===== config.mk =====
export PLATFORM = sky130hd
export DESIGN_NAME = free_list_fit_allocator_top
export DESIGN_NICKNAME = d
export VERILOG_FILES = /design/src/sv/fla_pkg.sv /design/src/sv/free_list_fit_allocator_top.sv
export SDC_FILE = /design/constraint.sdc
export NUM_CORES = 2
export LEC_CHECK = 0
export BUFFER_PORTS_ARGS = -buffer_cell sky130_fd_sc_hd__buf_2
export CAP_MARGIN = 20
export CORE_UTILIZATION = 50
export DETAILED_ROUTE_END_ITERATION = 8
export PLACE_DENSITY = 0.71
export SYNTH_ARGS = -nofsm -noshare
export SYNTH_HDL_FRONTEND = slang
export SYNTH_SLANG_ARGS = --single-unit
export TNS_END_PERCENT = 1

===== constraint.sdc =====
create_clock -name clk_i -period 6.9 [get_ports clk_i]
set_input_delay 1.725 -clock clk_i [delete_from_list [all_inputs] [get_ports clk_i]]
set_output_delay 1.725 -clock clk_i [all_outputs]
set_load 0.01 [all_outputs]

===== src/sv/fla_pkg.sv =====
`timescale 1ns / 1ps
`default_nettype none
// ----------------------------------------------------------------------------
// Free-list allocator package
// Field widths, command/status/policy codes, configuration indexes and the free table entry type.
// ----------------------------------------------------------------------------
package fla_pkg;

  localparam int ADDR_W = 16;
  localparam int SIZE_W = 17;

  // Commands
  localparam logic CMD_ALLOC = 1'b0;
  localparam logic CMD_FREE  = 1'b1;

  // Result status codes
  localparam logic [1:0] ST_OK      = 2'd0;
  localparam logic [1:0] ST_NOFIT   = 2'd1;
  localparam logic [1:0] ST_INVALID = 2'd2;
  localparam logic [1:0] ST_FULL    = 2'd3;

  // Fit policies (any other code behaves as worst fit)
  localparam logic [1:0] POL_FIRST = 2'd0;
  localparam logic [1:0] POL_BEST  = 2'd1;

  // Configuration register indexes
  localparam logic CFG_FIT_POLICY = 1'b0;
  localparam logic CFG_HEAP_LIMIT = 1'b1;

  // One free table entry: block start offset and size with header
  typedef struct packed {
    logic [ADDR_W-1:0] start;
    logic [SIZE_W-1:0] size;
  } entry_t;

endpackage
`default_nettype wire


===== src/sv/free_list_fit_allocator_top.sv =====
`timescale 1ns / 1ps
`default_nettype none
// ----------------------------------------------------------------------------
// Free-list fit allocator
// Heap allocator with first, best or worst fit over a free table in RAM.
// ----------------------------------------------------------------------------
// The free table lives in a single-port-write, registered-read RAM of
// FREE_SLOTS entries, kept with the newest entry at the highest used address,
// so a push is one write and a removal copies the newer entries down by one.
// One item is worked at a time. A free pushes its block and then sweeps the
// table for statistics. An allocate searches the table for a fit, closes the
// gap left by the chosen entry by copying the newer entries down, splits off
// any leftover, and then sweeps the table for statistics. The sweeps read the
// table through the RAM read port, one entry per cycle. No clearing pass is
// needed after reset. A finished result sits in an output register, so the
// next item is taken while it waits to be collected.
module free_list_fit_allocator_top #(
  parameter int FREE_SLOTS   = 64,
  parameter int GROW_BYTES   = 4096,
  parameter int HEADER_BYTES = 16,
  parameter int HEAP_BYTES   = 65536
) (
  input  wire logic                       clk_i,
  input  wire logic                       rst_ni,
  // Configuration write port
  input  wire logic                       cfg_we_i,
  input  wire logic                       cfg_index_i,
  input  wire logic [fla_pkg::SIZE_W-1:0] cfg_wdata_i,
  // Input items
  input  wire logic                       in_valid_i,
  output logic                            in_stall_o,
  input  wire logic                       command_i,
  input  wire logic [fla_pkg::ADDR_W-1:0] request_bytes_i,
  input  wire logic [fla_pkg::ADDR_W-1:0] user_address_i,
  input  wire logic [fla_pkg::SIZE_W-1:0] block_bytes_i,
  // Result items
  output logic                            out_valid_o,
  input  wire logic                       out_stall_i,
  output logic [1:0]                      status_o,
  output logic [fla_pkg::ADDR_W-1:0]      granted_address_o,
  output logic [fla_pkg::SIZE_W-1:0]      granted_bytes_o,
  output logic [fla_pkg::SIZE_W-1:0]      free_bytes_o,
  output logic [6:0]                      chunk_count_o,
  output logic [fla_pkg::SIZE_W-1:0]      largest_free_o,
  output logic [fla_pkg::SIZE_W-1:0]      smallest_free_o
);
  import fla_pkg::*;

  localparam int AW = (FREE_SLOTS > 1) ? $clog2(FREE_SLOTS) : 1;
  localparam int CW = $clog2(FREE_SLOTS + 1);
  localparam int HW = $clog2(HEAP_BYTES + 1);
  localparam int GW = ((HW > SIZE_W) ? HW : SIZE_W) + 1;

  typedef enum logic [2:0] {
    S_IDLE, S_SRCH, S_SHIFT, S_AEND, S_STATS, S_DONE
  } state_e;

  // Free table RAM
  entry_t          mem_q [FREE_SLOTS];
  entry_t          mem_rdata_q;
  logic            mem_we;
  logic [AW-1:0]   mem_waddr;
  logic [AW-1:0]   mem_raddr;
  entry_t          mem_wdata;

  state_e          state_q, state_d;
  logic [CW-1:0]   n_q, n_d;
  logic [HW-1:0]   heap_q, heap_d;
  logic [1:0]      policy_q, policy_d;
  logic [SIZE_W-1:0] limit_q, limit_d;

  // Sweep control
  logic [AW-1:0]   ptr_q, ptr_d;
  logic [CW-1:0]   left_q, left_d;
  logic            pend_q, pend_d;
  logic [AW-1:0]   pidx_q, pidx_d;

  // Fit search
  logic [SIZE_W-1:0] needed_q, needed_d;
  logic            found_q, found_d;
  logic [AW-1:0]   ch_idx_q, ch_idx_d;
  entry_t          ch_q, ch_d;

  // Result under construction
  logic [1:0]        res_status_q, res_status_d;
  logic [ADDR_W-1:0] res_addr_q, res_addr_d;
  logic [SIZE_W-1:0] res_bytes_q, res_bytes_d;
  logic [SIZE_W-1:0] sum_q, sum_d, big_q, big_d, small_q, small_d;
  logic              first_q, first_d;

  // Output register
  logic              out_valid_q, out_valid_d;
  logic [1:0]        o_status_q, o_status_d;
  logic [ADDR_W-1:0] o_addr_q, o_addr_d;
  logic [SIZE_W-1:0] o_bytes_q, o_bytes_d;
  logic [SIZE_W-1:0] o_sum_q, o_sum_d, o_big_q, o_big_d, o_small_q, o_small_d;
  logic [6:0]        o_chunks_q, o_chunks_d;

  logic [GW-1:0]     grown;
  logic [SIZE_W-1:0] leftover;
  logic [SIZE_W:0]   sum_ext;
  logic [SIZE_W-1:0] rd_size;

  assign in_stall_o        = (state_q != S_IDLE);
  assign out_valid_o       = out_valid_q;
  assign status_o          = o_status_q;
  assign granted_address_o = o_addr_q;
  assign granted_bytes_o   = o_bytes_q;
  assign free_bytes_o      = o_sum_q;
  assign chunk_count_o     = o_chunks_q;
  assign largest_free_o    = o_big_q;
  assign smallest_free_o   = o_small_q;

  assign grown    = GW'(heap_q) + GW'(GROW_BYTES);
  assign leftover = ch_q.size - needed_q;
  assign rd_size  = mem_rdata_q.size;
  assign sum_ext  = (SIZE_W+1)'(sum_q) + (SIZE_W+1)'(rd_size);

  // RAM: one write and one registered read per cycle
  always_ff @(posedge clk_i) begin
    if (mem_we) begin
      mem_q[mem_waddr] <= mem_wdata;
    end
    mem_rdata_q <= mem_q[mem_raddr];
  end

  // Next-state logic
  always_comb begin
    state_d      = state_q;
    n_d          = n_q;
    heap_d       = heap_q;
    policy_d     = policy_q;
    limit_d      = limit_q;
    ptr_d        = ptr_q;
    left_d       = left_q;
    pend_d       = pend_q;
    pidx_d       = pidx_q;
    needed_d     = needed_q;
    found_d      = found_q;
    ch_idx_d     = ch_idx_q;
    ch_d         = ch_q;
    res_status_d = res_status_q;
    res_addr_d   = res_addr_q;
    res_bytes_d  = res_bytes_q;
    sum_d        = sum_q;
    big_d        = big_q;
    small_d      = small_q;
    first_d      = first_q;
    out_valid_d  = out_valid_q;
    o_status_d   = o_status_q;
    o_addr_d     = o_addr_q;
    o_bytes_d    = o_bytes_q;
    o_sum_d      = o_sum_q;
    o_big_d      = o_big_q;
    o_small_d    = o_small_q;
    o_chunks_d   = o_chunks_q;
    mem_we       = 1'b0;
    mem_waddr    = '0;
    mem_wdata    = '0;
    mem_raddr    = ptr_q;

    // Configuration writes
    if (cfg_we_i) begin
      unique case (cfg_index_i)
        CFG_FIT_POLICY: policy_d = cfg_wdata_i[1:0];
        CFG_HEAP_LIMIT: limit_d  = cfg_wdata_i;
      endcase
    end

    // Result taken downstream
    if (out_valid_q && !out_stall_i) begin
      out_valid_d = 1'b0;
    end

    unique case (state_q)
      S_IDLE: begin
        if (in_valid_i) begin
          res_status_d = ST_OK;
          res_addr_d   = '0;
          res_bytes_d  = '0;
          found_d      = 1'b0;
          pend_d       = 1'b0;
          if (command_i == CMD_FREE) begin
            if (user_address_i != '0) begin
              if (n_q >= CW'(FREE_SLOTS)) begin
                res_status_d = ST_FULL;
              end else begin
                mem_we    = 1'b1;
                mem_waddr = AW'(n_q);
                mem_wdata = '{start: user_address_i - ADDR_W'(HEADER_BYTES),
                              size: block_bytes_i};
                n_d       = n_q + CW'(1);
              end
            end
            state_d = S_STATS;
          end else if (request_bytes_i == '0) begin
            res_status_d = ST_INVALID;
            state_d      = S_STATS;
          end else begin
            needed_d = SIZE_W'(request_bytes_i) + SIZE_W'(HEADER_BYTES);
            ptr_d    = AW'(n_q - CW'(1));
            left_d   = n_q;
            state_d  = S_SRCH;
          end
        end
      end

      // Newest entry first: walk the RAM downward
      S_SRCH: begin
        if (pend_q && (rd_size >= needed_q)) begin
          priority if (!found_q) begin
            found_d  = 1'b1;
            ch_idx_d = pidx_q;
            ch_d     = mem_rdata_q;
          end else if (policy_q == POL_FIRST) begin
            found_d = 1'b1;
          end else if (policy_q == POL_BEST) begin
            if (rd_size < ch_q.size) begin
              ch_idx_d = pidx_q;
              ch_d     = mem_rdata_q;
            end
          end else begin
            if (rd_size > ch_q.size) begin
              ch_idx_d = pidx_q;
              ch_d     = mem_rdata_q;
            end
          end
        end
        if (left_q != '0) begin
          mem_raddr = ptr_q;
          pend_d    = 1'b1;
          pidx_d    = ptr_q;
          ptr_d     = ptr_q - AW'(1);
          left_d    = left_q - CW'(1);
        end else begin
          pend_d = 1'b0;
          if (!pend_q) begin
            priority if (found_q) begin
              ptr_d   = ch_idx_q + AW'(1);
              left_d  = n_q - CW'(1) - CW'(ch_idx_q);
              state_d = S_SHIFT;
            end else if (((limit_q != '0) && (grown > GW'(limit_q))) ||
                         (grown > GW'(HEAP_BYTES))) begin
              res_status_d = ST_NOFIT;
              state_d      = S_STATS;
            end else if (n_q >= CW'(FREE_SLOTS)) begin
              res_status_d = ST_FULL;
              state_d      = S_STATS;
            end else begin
              // Grow the heap; the new block is the only one that can fit
              mem_we    = 1'b1;
              mem_waddr = AW'(n_q);
              mem_wdata = '{start: ADDR_W'(heap_q), size: SIZE_W'(GROW_BYTES)};
              n_d       = n_q + CW'(1);
              heap_d    = HW'(grown);
              if (SIZE_W'(GROW_BYTES) >= needed_q) begin
                ch_idx_d = AW'(n_q);
                ch_d     = mem_wdata;
                state_d  = S_AEND;
              end else begin
                res_status_d = ST_NOFIT;
                state_d      = S_STATS;
              end
            end
          end
        end
      end

      // Close the gap: copy each newer entry down by one
      S_SHIFT: begin
        if (pend_q) begin
          mem_we    = 1'b1;
          mem_waddr = pidx_q - AW'(1);
          mem_wdata = mem_rdata_q;
        end
        if (left_q != '0) begin
          mem_raddr = ptr_q;
          pend_d    = 1'b1;
          pidx_d    = ptr_q;
          ptr_d     = ptr_q + AW'(1);
          left_d    = left_q - CW'(1);
        end else begin
          pend_d = 1'b0;
          if (!pend_q) begin
            state_d = S_AEND;
          end
        end
      end

      // Drop the chosen entry, split off a leftover into the table's top slot
      S_AEND: begin
        res_status_d = ST_OK;
        res_addr_d   = ch_q.start + ADDR_W'(HEADER_BYTES);
        if (leftover > SIZE_W'(HEADER_BYTES)) begin
          mem_we      = 1'b1;
          mem_waddr   = AW'(n_q - CW'(1));
          mem_wdata   = '{start: ch_q.start + needed_q[ADDR_W-1:0], size: leftover};
          res_bytes_d = needed_q;
        end else begin
          n_d         = n_q - CW'(1);
          res_bytes_d = ch_q.size;
        end
        state_d = S_STATS;
      end

      // Totals and extremes over the table
      S_STATS: begin
        if (pend_q) begin
          sum_d = sum_ext[SIZE_W] ? '1 : sum_ext[SIZE_W-1:0];
          if (first_q) begin
            big_d   = rd_size;
            small_d = rd_size;
            first_d = 1'b0;
          end else begin
            if (rd_size > big_q) big_d = rd_size;
            if (rd_size < small_q) small_d = rd_size;
          end
        end
        if (left_q != '0) begin
          mem_raddr = ptr_q;
          pend_d    = 1'b1;
          pidx_d    = ptr_q;
          ptr_d     = ptr_q + AW'(1);
          left_d    = left_q - CW'(1);
        end else begin
          pend_d = 1'b0;
          if (!pend_q) begin
            state_d = S_DONE;
          end
        end
      end

      S_DONE: begin
        if (!out_valid_q || !out_stall_i) begin
          out_valid_d = 1'b1;
          o_status_d  = res_status_q;
          o_addr_d    = res_addr_q;
          o_bytes_d   = res_bytes_q;
          o_sum_d     = sum_q;
          o_big_d     = big_q;
          o_small_d   = small_q;
          o_chunks_d  = (32'(n_q) > 32'd127) ? 7'd127 : 7'(n_q);
          state_d     = S_IDLE;
        end
      end

      default: state_d = S_IDLE;
    endcase

    // Start of the statistics sweep
    if ((state_d == S_STATS) && (state_q != S_STATS)) begin
      ptr_d   = '0;
      left_d  = n_d;
      pend_d  = 1'b0;
      first_d = 1'b1;
      sum_d   = '0;
      big_d   = '0;
      small_d = '0;
    end
  end

  // State and registered outputs
  always_ff @(posedge clk_i or negedge rst_ni) begin
    if (!rst_ni) begin
      state_q      <= S_IDLE;
      n_q          <= '0;
      heap_q       <= '0;
      policy_q     <= POL_FIRST;
      limit_q      <= '0;
      ptr_q        <= '0;
      left_q       <= '0;
      pend_q       <= 1'b0;
      pidx_q       <= '0;
      needed_q     <= '0;
      found_q      <= 1'b0;
      ch_idx_q     <= '0;
      ch_q         <= '0;
      res_status_q <= ST_OK;
      res_addr_q   <= '0;
      res_bytes_q  <= '0;
      sum_q        <= '0;
      big_q        <= '0;
      small_q      <= '0;
      first_q      <= 1'b0;
      out_valid_q  <= 1'b0;
      o_status_q   <= ST_OK;
      o_addr_q     <= '0;
      o_bytes_q    <= '0;
      o_sum_q      <= '0;
      o_big_q      <= '0;
      o_small_q    <= '0;
      o_chunks_q   <= '0;
    end else begin
      state_q      <= state_d;
      n_q          <= n_d;
      heap_q       <= heap_d;
      policy_q     <= policy_d;
      limit_q      <= limit_d;
      ptr_q        <= ptr_d;
      left_q       <= left_d;
      pend_q       <= pend_d;
      pidx_q       <= pidx_d;
      needed_q     <= needed_d;
      found_q      <= found_d;
      ch_idx_q     <= ch_idx_d;
      ch_q         <= ch_d;
      res_status_q <= res_status_d;
      res_addr_q   <= res_addr_d;
      res_bytes_q  <= res_bytes_d;
      sum_q        <= sum_d;
      big_q        <= big_d;
      small_q      <= small_d;
      first_q      <= first_d;
      out_valid_q  <= out_valid_d;
      o_status_q   <= o_status_d;
      o_addr_q     <= o_addr_d;
      o_bytes_q    <= o_bytes_d;
      o_sum_q      <= o_sum_d;
      o_big_q      <= o_big_d;
      o_small_q    <= o_small_d;
      o_chunks_q   <= o_chunks_d;
    end
  end

`ifndef SYNTHESIS
  // Table count never exceeds the RAM depth
  a_count_bound: assert property (@(posedge clk_i) disable iff (!rst_ni)
    n_q <= CW'(FREE_SLOTS))
    else $error("free table count beyond depth");

  // Heap growth stays within the heap
  a_heap_bound: assert property (@(posedge clk_i) disable iff (!rst_ni)
    GW'(heap_q) <= GW'(HEAP_BYTES))
    else $error("heap grown beyond heap size");

  // RAM writes never land above the first unused slot
  a_write_range: assert property (@(posedge clk_i) disable iff (!rst_ni)
    mem_we |-> (CW'(mem_waddr) <= n_q))
    else $error("free table write outside used range");

  // Once the output register can take it, a finished result is presented on the next cycle
  a_result_out: assert property (@(posedge clk_i) disable iff (!rst_ni)
    (state_q == S_DONE && !(out_valid_q && out_stall_i)) |=>
      (out_valid_q && state_q == S_IDLE))
    else $error("finished result not presented");
`endif

endmodule
`default_nettype wire


# Word level (Yosys, flattened, before mapping)
# Memories as Yosys holds them, arrays and structs flattened. A register that Yosys moved wholly into a read port is not among the register bits.
# Index checks and enable logic that the tools add are counted.
# W data, S select, Z words.
# totals
out_inout_bits	95
mem_bits_rw	2112
ff_bits	304
n_memories	1
inputBits	73
wordCells	269
# classes
muxes	146
bitwise_logic	8
addsub	15
n_eq_ne	20
order_cmp	10
n_reduce_logical	40
# memory_table
memory	depth	width	rd	rd_clocked_by_memory_dff	wr	line_no	rtl
mem_q	64	33	1	1	1	free_list_fit_allocator_top.sv:59	entry_t mem_q [FREE_SLOTS];
# op_table
operator	count
$mux W33	23
$mux W17	16
$mux W6	30
$pmux W33 S4	1
$mux W7	17
$mux W3	14
$pmux W7 S3	2
$gt A17 B17 Y1	2
$lt A17 B17 Y1	2
$pmux W17 S2	1
$pmux W16 S2	1
$pmux W6 S4	1
$mux W1	22
$mux W2	11
$add A17 B13 Y18 const B	1
$add A17 B17 Y18	1
$gt A18 B17 Y1	1
$gt A18 B17 Y1 const B	1
$pmux W3 S6	1
$pmux W6 S3	1
$add A16 B5 Y17 const B	1
$ge A13 B17 Y1 const A	1
$ge A17 B17 Y1	1
$gt A17 B5 Y1 const B	1
42 further kinds	86

# Depth between registers and ports, before layout
# logic_depth
ltp_word	13
ltp_mapped	17
ltp_nobuf	17

# Worst setup path after synthesis
# No wires, ideal clock.
# synth_path
kind	flip-flop to flip-flop
startpoint	reg needed_q[0]
endpoint	mem mem_q[0][31] (netlist bit) (data pin)
n_path_buf	0
arrival_ps	5386
path_slack_ps	813
required_time_ps	6199
path_stages_with_launch	13
period_less_slack_ps	6087
setup_ps	701
path_cell_list	dfrtp_1 -> ha_1 -> fa_1 -> a21o_1 -> a21oi_1 -> o21ai_0 -> a311o_1 -> a41o_1 -> o41ai_1 -> o21bai_1 -> a21oi_1 -> xor2_1 -> o21ai_0
# synth_rtl
item	line_no	rtl
from (decl)	free_list_fit_allocator_top.sv:79	logic [SIZE_W-1:0] needed_q, needed_d;
from (signal assigned)	free_list_fit_allocator_top.sv:403	needed_q <= needed_d;
to (decl)	free_list_fit_allocator_top.sv:59	

# Worst setup path after layout
# layout_path
startpoint	reg needed_q[0]
endpoint	mem mem_q[48][18] (netlist bit), enable pin
# layout_via
elab_chain_cells	6
# layout_rtl
item	line_no	rtl
$sub A17 B17 Y17 (*)	free_list_fit_allocator_top.sv:115	assign leftover = ch_q.size - needed_q;
$gt A17 B5 Y1 (*)	free_list_fit_allocator_top.sv:294	if (leftover > SIZE_W'(HEADER_BYTES)) begin
$mux W1	free_list_fit_allocator_top.sv:294	
$pmux W1 S4	free_list_fit_allocator_top.sv:175	unique case (state_q)
$mux W1	free_list_fit_allocator_top.sv:121	if (mem_we) begin
$mux W1 (implied by the code)	free_list_fit_allocator_top.sv:122	mem_q[mem_waddr] <= mem_wdata;
# Mark *: on every way between the ends. The rest lies on a longest branch, timed or not.

==> impl_metrics.py <==
metrics = {
    "outcome": {
        "status": "finished clean",
    },
    "sta": {
        "max_slew_margin_pct": 25.72,
        "fin_skew_ns": 0.04477,
        "rsz0062_at_grt": "no",
        "worstMarginPinSlew_ns": 1.114,
        "fin_crit_ns": 6.329,
        "setup_viol": 0,
        "post-route-period-util_pct": 91.72,
        "finalSetupTns_ns": 0,
        "drv_slew": 0,
        "finalHoldViolations": 0,
        "max_freq_ghz": 0.1580,
    },
    "synthesis": {
        "netlist_area_um2": 99320,
        "synth_seq_area_share_pct": 71.88,
        "syn_area_per_cell_um2": 19.10,
        "synth-seq-cells": 2437,
        "ys_warn_count": 0,
        "yosysUniqueCellTypes": 90,
        "synth_top_area_share_pct": 63.85,
        "synthCells": 5200,
        "async_flop_share_pct": 11.98,
        "postSynthNetCount": 5418,
        "synth_area_leaders": "edfxtp_1 (64%), mux4_2 (15%), dfrtp_1 (7.4%)",
        "synth-main-ff-cell": "edfxtp_1",
        "synth_top_area_cell": "edfxtp_1",
        "synth_edf_count": 2112,
    },
    "floorplanning": {
        "die-area_um2": 200400,
        "io_pins": 168,
        "fp.dieH_um": 447.7,
        "fp.dieW_um": 447.7,
        "fp-row-count": 163,
        "start_util_pct": 50.31,
        "core-area_um2": 197400,
    },
    "min_path": {
        "worstHoldPathCells": 2,
        "holdCritStartpoint": "smallest_free_o[1]",
        "min_to": "smallest_free_o[1]",
        "worstHoldPathType": "reg2reg",
    },
    "critical_path": {
        "critPathMaxFanout": 33,
        "r2r_start": "needed_q[0]",
        "arrival_ns": 6.80,
        "reg2reg_slack_ns": 0.57,
        "r2r-end": "mem_q[48][18]",
        "critical_path_class": "reg2reg",
        "cp.required_ns": 7.37,
        "critPathLaunch": "needed_q[0]",
        "r2r_cells": 16,
        "end_kind": "flop",
        "worstSetupStartpointType": "flop",
    },
    "final_layout": {
        "reg_top3": "mem_q x2112, ch_q x33",
        "final_common_cell": "edfxtp_1",
        "final_cell_mix": "edfxtp_1 (2112), mux4_2 (648), dfrtp_1 (286)",
        "stdcell_area_um2": 112700,
        "seq_area_um2": 71410,
        "drive_gt1_share_pct": 27.94,
        "final_nets": 5748,
        "syn_to_final_growth_pct": 13.42,
        "final.fill_count": 14600,
        "largest_reg_flops": 2112,
        "multi_input_area_um2": 27340,
        "top_register": "mem_q",
        "finalNonFillerCells": 8365,
    },
    "placement": {
        "hpwlAfterDp_um": 165700,
        "dp_cells": 7934,
        "place_area_um2": 105200,
        "place.gp.congestion": 0.9351,
        "port-buffer-count": 167,
    },
    "cts": {
        "cts_tree": "done",
        "cts_hold_buf": 0,
        "ctsResizeCount": 0,
        "h-tree-depth": 4,
        "cts-buffers-inserted": 232,
        "cts_root_buf": "clkbuf_16",
        "clk_path_buf_depth": 3,
        "clkSinkCount": 2437,
        "cts_setup_buffers": 0,
        "clk_pin_slew_ns": 0.06,
        "worstSkewPairLatency_ns": 0.87,
    },
    "route": {
        "wl_um": 265500,
        "vias": 53080,
        "drc_errors": 0,
        "drt_iter0_markers": 7110,
        "vias_per_cell": 6.346,
        "ant_nets": 0,
        "drt-pass1-iter-count": 6,
        "drt-wirelength-per-cell_um": 31.74,
    },
    "job": {
        "cap_violations": 0,
    },
    "pwr": {
        "power.internal_mw": 27.78,
        "vdd_drop_max_v": 0.0003274,
        "p_leak_nw": 32.62,
        "seqPwrFrac_pct": 43.0,
        "pwr-share-clk_pct": 30.5,
        "power_mw": 40.76,
        "p_sw_share_pct": 31.84,
        "net-switching-power_mw": 12.98,
        "comb_power_share_pct": 26.5,
        "power_density_nw_per_um2": 361.9,
    },
    "global_route": {
        "track_usage_pct": 26.75,
        "antenna_found_initial": 19,
        "grt_overflow": 0,
        "grt_max_degree": 166,
        "grt_pass1_vias": 51690,
        "grt_pass1_wl_um": 378500,
    },
}
==> stage by stage <==
step | utilization, % | hold WS, ns | worst slack (ns)
floorplan | - | 0.4323 | 0.8128
global route | 57.06 | 0.4964 | 0.4745
finish | 57.06 | 0.4692 | 0.5713
CTS | 57.04 | 0.4701 | 0.7459
global placement | 53.28 | 0.4570 | 0.6502
detailed placement | 53.28 | 0.4597 | 0.5444
==> routing by layer <==
layer  GRT usage, %  vias to the layer above  share of wire (%)
met4          11.10                        6                4.6
met5              0                        -              0.018
met1          37.37                    27740                 38
li1               -                    21870                  -
met3          5.727                      509                 11
met2          41.07                     2958                 47
==> worst max-delay path, stage by stage, from the launching register on <==
cell and delay, ns:
dfrtp_1 0.46, ha_1 0.27, fa_1 0.41, xor2_1 0.31, and3_1 0.23, or4b_1 0.42, and3_1 0.21, nor4_2 0.35
o211ai_1 0.14, nor4b_1 0.33, nand3_1 0.16, ha_1 0.28, a221oi_1 0.94, and3_1 0.37, nand2_1 0.35, nor2_4 0.19
buf_4 0.49
==> power by group through the flow <==
| stage | Sequential [mW] | Combinational [mW] | Clock [mW] |
|---|---|---|---|
| finish | 17.5 | 10.8 | 12.4 |
| global route | 17.6 | 11.6 | 13.1 |
| CTS | 17.5 | 10.8 | 12.6 |
| detailed placement | 17.8 | 10.7 | 0 |
| global placement | 17.8 | 10.6 | 0 |
| floorplan | 17.3 | 7.49 | 0 |
==> cells by family (layout without fill, tap and decap cells) <==
group	Yosys count	in the layout	share of synthesized area, %
compound gates	634	634	4.104
xor+xnor	101	101	0.8906
fa+ha+maj	145	145	1.857
buf+inv	382	905	1.459
flops	2437	2437	71.88
mux	828	828	16.68
other cells	0	2	0
simple gates	673	673	3.138
==> synth_stat cells (26+ instances only) <==
library cell,count
o211ai_1,26
inv_1,128
buf_1,66
nand2_1,210
xnor2_1,55
nand3_1,65
xor2_1,46
clkbuf_1,175
a22oi_1,35
nor3_1,39
mux4_2,648
o21ai_0,189
mux2_2,133
dfrtp_1,292
mux2i_1,47
nor2_1,209
edfxtp_1,2112
dfxtp_1,33
ha_1,141
a21o_1,27
a21oi_1,141
==> worst max-delay path by stage <==
stage,end,depth (start not counted)
after floorplan,mem_q[0][31],12
after global placement,mem_q[49][30],13
after detailed placement,mem_q[13][11],13
after CTS,mem_q[16][6],16
after global routing,mem_q[48][12],16
final,mem_q[48][18],16
==> layout make-up <==
type	instances	area share [%]
diodes	2	0.004443
clock buffers	305	5.629
clock inverters	122	0.9530
multi-input cells	2381	24.27
well taps	2640	2.932
flip-flops and latches	2437	63.39
inverters	129	0.4298
repair buffers	349	2.392
No activity file was read; power rests on OpenSTA's default activity.
